### config.mk
export PLATFORM = sky130hd
export DESIGN_NAME = v3m_sqrt
export DESIGN_NICKNAME = d
export VERILOG_FILES = /design/src/rtl/v3m_sqrt.sv
export SDC_FILE = /design/constraint.sdc
export NUM_CORES = 2
export LEC_CHECK = 0
export BUFFER_PORTS_ARGS = -buffer_cell sky130_fd_sc_hd__buf_2
export CORE_MARGIN = 2
export CORE_UTILIZATION = 30
export DETAILED_ROUTE_END_ITERATION = 8
export GPL_TIMING_DRIVEN = 1
export PLACE_DENSITY = 0.47
export SLEW_MARGIN = 30
export SYNTH_ARGS = -nofsm -noshare
export SYNTH_HDL_FRONTEND = slang
export SYNTH_MEMORY_MAX_BITS = 65536
export SYNTH_SLANG_ARGS = --single-unit
### constraint.sdc
create_clock -name clk -period 6 [get_ports clk]
set_input_delay 0.6 -clock clk [delete_from_list [all_inputs] [get_ports clk]]
set_output_delay 0.6 -clock clk [all_outputs]
set_load 0.005 [all_outputs]
### src/rtl/v3m_sqrt.sv
// ----------------------------------------------------------------------------
// v3m_sqrt: pipelined rounded square root
// One result bit per stage over a 64-bit radicand, then round to nearest.
// ----------------------------------------------------------------------------
`default_nettype none

module v3m_sqrt (
  input  wire logic        clk,
  input  wire logic [63:0] rad,
  output logic      [32:0] root
);

  logic [34:0] rem_s  [1:32];
  logic [31:0] root_s [1:32];
  logic [63:0] rad_s  [1:32];

  for (genvar j = 0; j < 32; j++) begin : g_stage
    logic [34:0] rem_in;
    logic [31:0] root_in;
    logic [63:0] rad_in;
    logic [36:0] cur;
    logic [36:0] trial;

    if (j == 0) begin : g_first
      assign rem_in  = '0;
      assign root_in = '0;
      assign rad_in  = rad;
    end else begin : g_next
      assign rem_in  = rem_s[j];
      assign root_in = root_s[j];
      assign rad_in  = rad_s[j];
    end

    // Bring down two radicand bits and try the next root bit
    assign cur   = {rem_in, rad_in[63-2*j -: 2]};
    assign trial = {3'b000, root_in, 2'b01};

    always_ff @(posedge clk) begin
      if (cur >= trial) begin
        rem_s[j+1]  <= 35'(cur - trial);
        root_s[j+1] <= {root_in[30:0], 1'b1};
      end else begin
        rem_s[j+1]  <= cur[34:0];
        root_s[j+1] <= {root_in[30:0], 1'b0};
      end
      rad_s[j+1] <= rad_in;
    end
  end

  // Round: remainder above root means the upper integer is nearer
  always_ff @(posedge clk) begin
    if (rem_s[32] > 35'(root_s[32])) begin
      root <= 33'(root_s[32]) + 33'd1;
    end else begin
      root <= 33'(root_s[32]);
    end
  end

endmodule

`default_nettype wire

==> flow_summary.json <==
{
  "antenna_violating_nets_post_route": 0,
  "synth.avg_cell_area_um2": 10.0,
  "synth_top_area_cell": "sky130_fd_sc_hd__dfxtp_1",
  "synth-compound-area-share_pct": 11.9,
  "power.internal_mw": 35.0,
  "cts_made_buffers": 296,
  "relSlewSlack_pct": 37.1,
  "fmax_mhz": 218,
  "synth.area.top_cells": "sky130_fd_sc_hd__dfxtp_1 54%, sky130_fd_sc_hd__ha_1 7.7%, sky130_fd_sc_hd__xnor2_1 4.3%, sky130_fd_sc_hd__xor2_1 4.1%, sky130_fd_sc_hd__nand2_1 3.1%",
  "yosys-mux-area-fraction_pct": 0.853,
  "worst_hold_slack_ns": 0.272,
  "ys_async_sr_fraction_pct": 0,
  "setup_tns_ns": 0,
  "clk-insertion-delay-late_ns": 0.90,
  "floorplan.core_area_um2": 321000,
  "die_ht_um": 572,
  "run_status": "completed",
  "clk_pin_slew_worst_paths_ns": 0.06,
  "post_synthesis_cell_area_um2": 96900,
  "yosysSeqAreaShare_pct": 54.1,
  "cp_max_fo": 8,
  "vias_in_the_first_global_route": 66400,
  "mostFrequentLayoutCell": "sky130_fd_sc_hd__dfxtp_1",
  "fraction_of_power_spent_switching_nets_pct": 27.9,
  "crit-reg2reg-capture": "rem_s[2][63]",
  "drive_gt1_share_pct": 7.64,
  "cts.htree.levels": 5,
  "synth_cell_type_count": 89,
  "yosys.area.top_type_share_pct": 54.1,
  "synthAdderAreaFrac_pct": 7.71,
  "reg_to_reg_critical_path_startpoint": "rem_s[2][11]",
  "critical_path.startpoint": "rem_s[2][11]",
  "drt_first_pass_iters": 7,
  "synth.yosys.warnings": 0,
  "routed_wl_um": 223000,
  "clock_tree_from_tritoncts": "done",
  "grt-ovfl-total": 0,
  "p_leak_nw": 52.0,
  "synth-edff-count": 0,
  "gp_congestion": 0.866,
  "routed_wire_length_per_instance_um": 15.3,
  "yosys.area_share.simple_pct": 13.4,
  "final_hold_viol_count": 0,
  "most-common-layout-cells": "2620 x sky130_fd_sc_hd__dfxtp_1, 808 x sky130_fd_sc_hd__nand2_1, 761 x sky130_fd_sc_hd__inv_1, 597 x sky130_fd_sc_hd__ha_1, 580 x sky130_fd_sc_hd__o21ai_0",
  "synth_top_family_by_area": "simple AND/OR/NAND/NOR gates",
  "antenna_found_initial": 5,
  "fin_worst_skew_ns": 0.0743,
  "areaGrowthSynthToFinish_pct": 17.1,
  "route.detailed.drc": 0,
  "report.power.total_mw": 48.6,
  "maxCapViolations": 0,
  "power.share.sequential_pct": 46.5,
  "max-vdd-ir-drop_uv": 269,
  "synth_seq_cells": 2620,
  "timing.critical_path.from_type": "flop",
  "place.detailed.hpwl_um": 171000,
  "grt_pass1_wl_um": 356000,
  "grt_setup_unrepaired": "false",
  "clockPowerShare_pct": 38.3,
  "detail_route.vias_per_cell": 4.57,
  "power.switching_mw": 13.5,
  "synth_xor_area_share_pct": 8.39,
  "layout_worst_path_cycle_share_pct": 76.4,
  "critical_path_destination": "rem_s[2][63]",
  "finalNetCount": 10700,
  "largest_net_degree_at_the_start_of_global_routing": 56,
  "synth-main-ff-cell": "sky130_fd_sc_hd__dfxtp_1",
  "synth_fp_nets": 10300,
  "floorplan.io_pins": 98,
  "grt_use_total_pct": 13.3,
  "io_buffers": 97,
  "clock_sinks": 2620,
  "design.die.area_um2": 327000,
  "finish.utilization_pct": 35.3,
  "start_util_pct": 30.2,
  "p_comb_share_pct": 15.2,
  "setup.worst_path.end_class": "flop",
  "ctsLongestPathBuffers": 4,
  "count_of_buffers_added_by_post_cts_timing_repair_for_setup": 0,
  "power.density_cell_area_nw_per_um2": 428,
  "num_rows": 208,
  "critical_path_required_ns": 6.78,
  "clk_root_buffer_cell": "sky130_fd_sc_hd__clkbuf_16",
  "regToRegSetupSlack_ns": 1.42,
  "postSynthCellCount": 9682,
  "die_w_um": 572,
  "final-setup-viol-count": 0,
  "dr.first_iter.drc_count": 3232,
  "critical_path_arrival_ns": 5.36,
  "timing_max_transition_violations_final": 0,
  "worst-r2r-cell-count": 11,
  "worst-setup-path-type": "flop to flop",
  "min-delay-path-class": "flop to flop",
  "vias": 66500,
  "timing.final.crit_period_ns": 4.58,
  "max_slew.worst_pin.slew_ns": 0.937
}
## cell families after synthesis
| family | count (synthesis) |
|---|---|
| buffers and inverters | 936 |
| other | 1 |
| and+or+nand+nor | 2648 |
| AOI/OAI and AO/OA | 1877 |
| DFF | 2620 |
| xor gates and xnor gates | 928 |
| muxes | 75 |
| adders and majority gates | 597 |
## power by group through the flow
stage	clock, mW	combinational, mW	sequential (mW)
after floorplan	0	5.66	22.0
after global placement	0	7.28	23.0
after detailed placement	0	7.34	23.0
after CTS	19.4	7.42	22.6
after global routing	20.0	8.31	22.9
final	18.6	7.37	22.6
## stage by stage
| stage | setup slack (ns) | cells | instance area, µm² |
|---|---|---|---|
| after detailed placement | 1.55 | 13900 | 102000 |
| after global placement | 1.29 | 13900 | 102000 |
| after floorplan | 2.64 | 9682 | 96900 |
| after global routing | 1.14 | 14500 | 113000 |
| final | 1.42 | 14500 | 113000 |
| after CTS | 1.53 | 14500 | 113000 |
## critical path, stage by stage (launching register included)
cell	delay (ns)
sky130_fd_sc_hd__dfxtp_1	0.33
sky130_fd_sc_hd__nor4_1	0.63
sky130_fd_sc_hd__nand3_1	0.36
sky130_fd_sc_hd__nor4_2	0.54
sky130_fd_sc_hd__nand3_1	0.38
sky130_fd_sc_hd__o41ai_2	0.75
sky130_fd_sc_hd__or2_2	0.24
sky130_fd_sc_hd__nor3_1	0.12
sky130_fd_sc_hd__nor3_1	0.56
sky130_fd_sc_hd__buf_4	0.28
sky130_fd_sc_hd__nand3_1	0.11
sky130_fd_sc_hd__xnor2_1	0.17
## area by class of cell
class                      instances  area, µm²
clock inverter                   128       1770
fill                           32200     208000
clock buffer                     402       8500
inverter                         763       2860
sequential                      2620      52500
tap                             4305       5390
multi-input combinational       6126      41100
antenna                            3       7.51
timing repair buffer             195       1390
## worst min path at each step
stage / start / to / slack, ns / cells after the start
2_1_floorplan: rad_s[0][960] / rad_s[0][1024] / 0.31 / 0
3_3_place_gp: rad_s[0][512] / rad_s[0][576] / 0.31 / 0
3_5_place_dp: rad_s[0][965] / rad_s[0][1029] / 0.31 / 0
4_1_cts: rad[46] / rad_s[0][110] / 0.22 / 2
5_1_grt: rad[49] / rad_s[0][113] / 0.26 / 2
6_report: rad_s[0][298] / rad_s[0][362] / 0.27 / 0
## synth_stat cells (all sizes together), types with 140 or more instances
library cell	n
dfxtp	2620
nand2	810
inv	762
ha	597
o21ai	583
a21oi	546
nor2	543
xnor2	474
xor2	454
nor3	248
a21o	230
nand3	186
nor4	154
clkbuf	147
nand2b	140
## flip-flops by register name (all words and copies together) (netlist names)
name    flops
rem_s    1067
rad_s     992
root_s    528
root       33
## metal layers
layer	wire (µm)	global-route usage, %
met4	7360	4.63
met2	107000	23.5
met3	8780	1.99
met1	99300	16.5
met5	0	0
## what timing repair did
action,in CTS,in global routing
hold buffers,65,0
resized for setup,0,0
endpoints found under the hold margin,65,0
Power figures use the tool's default switching activity.
