[src/rtl/v3m_dly.sv]
// ----------------------------------------------------------------------------
// v3m_dly: fixed-depth shift line
// Carries item data alongside the square root and divider pipelines.
// ----------------------------------------------------------------------------
`default_nettype none

module v3m_dly #(
  parameter int W     = 8,
  parameter int DEPTH = 2
) (
  input  wire logic         clk,
  input  wire logic [W-1:0] din,
  output logic      [W-1:0] dout
);

  logic [W-1:0] sr [0:DEPTH-1];

  always_ff @(posedge clk) begin
    sr[0] <= din;
    for (int k = 1; k < DEPTH; k++) begin
      sr[k] <= sr[k-1];
    end
  end

  assign dout = sr[DEPTH-1];

endmodule

`default_nettype wire

[config.mk]
export PLATFORM = sky130hd
export DESIGN_NAME = v3m_dly
export DESIGN_NICKNAME = d
export VERILOG_FILES = /design/src/rtl/v3m_dly.sv
export SDC_FILE = /design/constraint.sdc
export NUM_CORES = 1
export LEC_CHECK = 0
export BUFFER_PORTS_ARGS = -buffer_cell sky130_fd_sc_hd__buf_4
export CAP_MARGIN = 10
export CORE_AREA = 2 2 39 41
export CTS_CLUSTER_DIAMETER = 120
export DETAILED_ROUTE_END_ITERATION = 12
export DIE_AREA = 0 0 41 43
export HOLD_SLACK_MARGIN = 0.08
export PLACE_DENSITY = 0.61
export RECOVER_POWER = 50
export SLEW_MARGIN = 20
export SYNTH_ARGS = -nofsm -noshare
export SYNTH_HDL_FRONTEND = slang
export SYNTH_SLANG_ARGS = --single-unit
[constraint.sdc]
create_clock -name clk -period 0.8 [get_ports clk]
set_input_delay 0.16 -clock clk [delete_from_list [all_inputs] [get_ports clk]]
set_output_delay 0.16 -clock clk [all_outputs]
set_load 0.05 [all_outputs]
==> results.json, run 1 <==
{
  "top_regs": "sr: 16 flops",
  "ir_drop_mv": 0.6610,
  "status": "finished, violations left",
  "largest_reg_flops": 16,
  "grt_max_degree": 9,
  "core_sq_um": 1384,
  "grt_pass1_wl_microns": 614,
  "rsz0062_at_grt": "true",
  "maxCapViolations": 0,
  "slowest_delay_ns": 0.34,
  "multi_input_area_sq_um": 0,
  "cts_sinks": 16,
  "cts-buffers-inserted": 3,
  "worst_pin_slew_ns": 0.07573,
  "synth-compound-area-share_pct": 0,
  "layout_min_cycle_time_ns": 0.9053,
  "synth_top_family_by_area": "buffers and inverters",
  "p_per_area_nw_per_um2": 2255,
  "viasPerCell": 3.288,
  "leakage_nw": 0.2801,
  "die-area_sq_um": 1763,
  "fp.dieH_microns": 43,
  "hold_class": "reg -> reg",
  "synth.distinct_cells": 2,
  "synth_cells": 24,
  "r2r_cells": 0,
  "ys_ff_latch": 16,
  "timing.rr.start": "sr[0][3]",
  "yosysWarnings": 0,
  "cts_buffer_depth": 2,
  "critical-path-top-delay-family": "flip-flops",
  "r2r_end": "sr[0][11]",
  "netlist_area_sq_um": 380.4,
  "nMultiInputCombCells": 0,
  "tritoncts": "yes",
  "synthTopCellsByCount": "dfxtp_1, buf_4",
  "gp_congestion": 0.6072,
  "yosys.area_share.adder_pct": 0,
  "io_buffers": 16,
  "async_flop_share_pct": 0,
  "synth.most_common_cell": "dfxtp_1",
  "drtIter0Drc": 0,
  "min_from": "sr[0][1]",
  "end_kind": "primary output",
  "startpoint_type": "flip-flop",
  "arrival_ns": 0.75,
  "ant_nets": 0,
  "whs_ns": 0.3281,
  "vias": 194,
  "die_width_microns": 41,
  "drt_wl_total_microns": 441,
  "htreeDepth": 1,
  "syn_area_per_cell_sq_um": 15.85,
  "yosysSeqAreaShare_pct": 84.21,
  "cts_root_buf": "clkbuf_4",
  "drv_slew": 0,
  "rows": 14,
  "synthMuxAreaShare_pct": 0,
  "post-route-drc-count": 0,
  "slew_headroom_pct": 94.95,
  "yosys.area_share.simple_pct": 0,
  "reg2reg_slack_ns": 0.39,
  "overflow": 0,
  "syn-num-nets": 33,
  "setup_ws_ns": -0.1053,
  "min_path_cells": 0,
  "path_cells": "buf_8",
  "start_util_pct": 27.49,
  "path_buf_inv": 1,
  "cp_max_fo": 1,
  "area_growth_pct": 66.45,
  "fmaxAchievable_mhz": 1105,
  "diodes": 0,
  "period_share_pct": 113.2,
  "synth_top_area_cell": "dfxtp_1",
  "synth_top_area_share_pct": 84.21,
  "firstDrtPassIters": 1,
  "failed_checks": "negative setup slack",
  "antenna_found_initial": 0,
  "top_register": "sr",
  "crit_type": "reg -> out",
  "fin_util_pct": 45.75,
  "routedWlPerCell_microns": 7.475,
  "ios": 17,
  "layout-drive-gt1-share_pct": 62.79,
  "hold_viol_final": 0,
  "synthFlopType": "dfxtp_1",
  "synth_edf_count": 0,
  "crit_required_ns": 0.64,
  "synth_xor_area_share_pct": 0,
  "grt_use_total_pct": 5.775,
  "skew_ns": 0.001069,
  "cpMaxStageDelayCell": "dfxtp_2",
  "path_depth": 1,
  "nets": 54,
  "grt_pass1_vias": 168,
  "min_to": "sr[0][9]",
  "path_clk_slew_ns": 0.08,
  "synth_area_leaders": "dfxtp_1, buf_4",
  "clock_latency_ns": 0.26,
  "finalSetupViolations": 8
}
placed cells by master (no fill, tap or decap), drive strengths merged:
| master | synthesis | layout |
|---|---|---|
| clkbuf | 0 | 3 |
| dlygate4sd3 | 0 | 8 |
| buf | 8 | 16 |
| dfxtp | 16 | 16 |
metrics by stage:
step                      setup TNS [ns]  cells  setup WS, ns  area [sq um]  total power, mW
after floorplan                        0     24        0.1747         380.4           0.9716
after global routing             -0.9915     59       -0.1359         633.1            1.481
after global placement                 0     48        0.1653         460.4            1.002
after CTS                        -0.8465     59       -0.1200         606.8            1.423
final                            -0.7748     59       -0.1053         633.1            1.428
after detailed placement               0     48        0.1383         460.4            1.005
where the power goes:
group | leakage [nW] | total (mW) | internal, mW | switching (mW)
clock network | 0.0138 | 0.370 | 0.174 | 0.197
logic | 0.131 | 0.197 | 0.105 | 0.0918
registers | 0.135 | 0.860 | 0.843 | 0.0172
total | 0.280 | 1.43 | 1.12 | 0.306
kinds of logic (layout without fill, tap and decap cells):
| family | Yosys count | count (layout) |
|---|---|---|
| flops | 16 | 16 |
| buf+inv | 8 | 27 |
routing by layer:
metal  global-route usage, %  wire [microns]
met1                   4.305             165
met2                   9.688             245
met3                   2.094              31
met4                   6.000               0
met5                       0               0
what timing repair did:
item                                    CTS  global route
endpoints found under the setup margin    8             8
gates resized for setup                  17             7
setup buffers                             0             0
hold endpoints to repair                  8             0
hold buffers                              8             0
layout make-up:
| class | instances | area [sq um] |
|---|---|---|
| Clock buffer | 3 | 22.52 |
| Fill cell | 129 | 750.7 |
| Timing Repair Buffer | 24 | 260.3 |
| Tap cell | 16 | 20.02 |
| Sequential cell | 16 | 330.3 |
how the worst max path moves through the flow:
stage | slack (ns) | endpoint | startpoint
floorplan | 0.17 | dout[0] | sr[0][8]
global placement | 0.17 | dout[5] | sr[0][13]
detailed placement | 0.14 | dout[3] | sr[0][11]
CTS | -0.12 | dout[3] | sr[0][11]
global route | -0.14 | dout[3] | sr[0][11]
finish | -0.11 | dout[3] | sr[0][11]
(Power assumes the default switching activity.)
==> run 2, diff against run 1 <==
CELL_PAD_IN_SITES_DETAIL_PLACEMENT = 1   (was default)
CELL_PAD_IN_SITES_GLOBAL_PLACEMENT = 1   (was default)
PLACE_DENSITY = 0.72   (was 0.61)
REMOVE_ABC_BUFFERS = 1   (was default)
clock period = 1 ns   (was 0.8 ns; I/O delays follow)
==> run 2 against run 1 <==
  * The flow now finishes without violations
  * Sequential power down 20%
  * Clock power up 7.8%
  * Routed wire length up 29%
  * Flip-flop and latch count unchanged
  * Global-route usage up 2.9 points
  * Via count up 11%
  * Final cell count up 1.7%
  * Die area unchanged
  * Critical path depth unchanged
  * Largest power group unchanged
==> results.json, run 2 (synthesized netlist as in run 1, its figures left out) <==
{
  "grt_pass1_vias": 240,
  "io_buffers": 16,
  "firstDrtPassIters": 2,
  "crit_type": "reg -> out",
  "top_regs": "sr: 16 flops",
  "path_cells": "buf_8",
  "startpoint_type": "flip-flop",
  "path_buf_inv": 1,
  "post-route-drc-count": 0,
  "hold_class": "reg -> reg",
  "maxCapViolations": 0,
  "largest_reg_flops": 16,
  "cts_sinks": 16,
  "antenna_found_initial": 0,
  "skew_ns": 0.007597,
  "viasPerCell": 3.600,
  "final_cell_mix": "dfxtp_1, dlygate4sd3_1, buf_4",
  "finalInstanceArea_sq_um": 626.9,
  "nets": 54,
  "multi_input_area_sq_um": 0,
  "fp.dieH_microns": 43,
  "layout_min_cycle_time_ns": 0.9662,
  "period_share_pct": 96.62,
  "drtIter0Drc": 1,
  "cpMaxStageDelayCell": "dfxtp_2",
  "final_common_cell": "dfxtp_1",
  "fin_util_pct": 45.30,
  "area_growth_pct": 64.80,
  "dp_worst_setup_slack_ns": 0.3151,
  "ant_nets": 0,
  "overflow": 0,
  "die_width_microns": 41,
  "grt_max_degree": 10,
  "worst_pin_slew_ns": 0.1090,
  "power_mw": 1.237,
  "critical-path-top-delay-family": "flip-flops",
  "end_kind": "primary output",
  "grt_use_total_pct": 8.704,
  "ios": 17,
  "cts_buffer_depth": 2,
  "cts_root_buf": "clkbuf_4",
  "hold_viol_final": 0,
  "rsz0062_at_grt": "true",
  "start_util_pct": 27.49,
  "die-area_sq_um": 1763,
  "rows": 14,
  "slowest_delay_ns": 0.35,
  "diodes": 0,
  "clock_latency_ns": 0.28,
  "cts-buffers-inserted": 3,
  "post_dp_cell_area_sq_um": 460.4,
  "fmaxAchievable_mhz": 1035,
  "leakage_nw": 0.2804,
  "htreeDepth": 1,
  "finalSetupViolations": 0,
  "slew_headroom_pct": 92.75,
  "tritoncts": "yes",
  "path_clk_slew_ns": 0.09,
  "p_per_area_nw_per_um2": 1973,
  "arrival_ns": 0.77,
  "status": "completed",
  "routedWlPerCell_microns": 9.517,
  "core_sq_um": 1384,
  "drt_wl_total_microns": 571,
  "nMultiInputCombCells": 0,
  "top_register": "sr",
  "cp_max_fo": 1,
  "gp_congestion": 0.4778,
  "ir_drop_mv": 0.7526,
  "drv_slew": 0,
  "grt_pass1_wl_microns": 903,
  "crit_required_ns": 0.80,
  "fillers": 135,
  "setup_ws_ns": 0.03378,
  "layout-drive-gt1-share_pct": 61.36,
  "vias": 216
}
[run 2: cell count changes in the layout (fill, tap and decap cells not counted)]
cell / change
buf_8: -5
clkbuf_8: +1
buf_6: +5
dfxtp_2: -1
dfxtp_1: +1
[run 2: cell type report]
| type | count | area (sq um) | area share, % |
|---|---|---|---|
| sequential | 16 | 329.1 | 52.50 |
| timing repair buffer | 24 | 241.5 | 38.52 |
| clock buffer | 4 | 36.28 | 5.788 |
| tap | 16 | 20.02 | 3.194 |
[run 2: what timing repair did]
item,in CTS,in global routing
hold buffers,8,0
pin swaps,0,0
gates resized for setup,4,14
setup buffers,0,0
hold endpoints to repair,8,0
setup endpoints to repair,4,8
[run 2: path summary, 6_finish.rpt]
path              from   endpoint  slack (ns)  cells after the start
max          sr[0][12]    dout[4]        0.03                      1
min           sr[0][3]  sr[0][11]        0.32                      0
max reg2reg   sr[0][4]  sr[0][12]        0.59                      0
min reg2reg   sr[0][3]  sr[0][11]        0.32                      0
[run 2: stage by stage]
step	TNS, ns	cells	hold slack, ns
final	0	60	0.3215
after global routing	-0.03069	60	0.3242
after CTS	0	60	0.3335
after detailed placement	0	48	0.3054
after global placement	0	48	0.3060
after floorplan	0	16	0.2277
[run 2: metal layers]
| layer | wire (microns) | GRT usage, % | part of all wire, % | up-vias |
|---|---|---|---|---|
| met5 | 0 | 0 | 0 | - |
| met4 | 0 | 6.000 | 0 | 0 |
| met3 | 51 | 7.853 | 8.9 | 0 |
| met2 | 342 | 13.13 | 60 | 12 |
| met1 | 177 | 6.601 | 31 | 101 |
| li1 | - | - | - | 103 |
[run 2: where the power goes]
part / switching, mW / internal (mW)
Clock: 0.178 / 0.221
Combinational: 0.0749 / 0.0762
Sequential: 0.0122 / 0.674
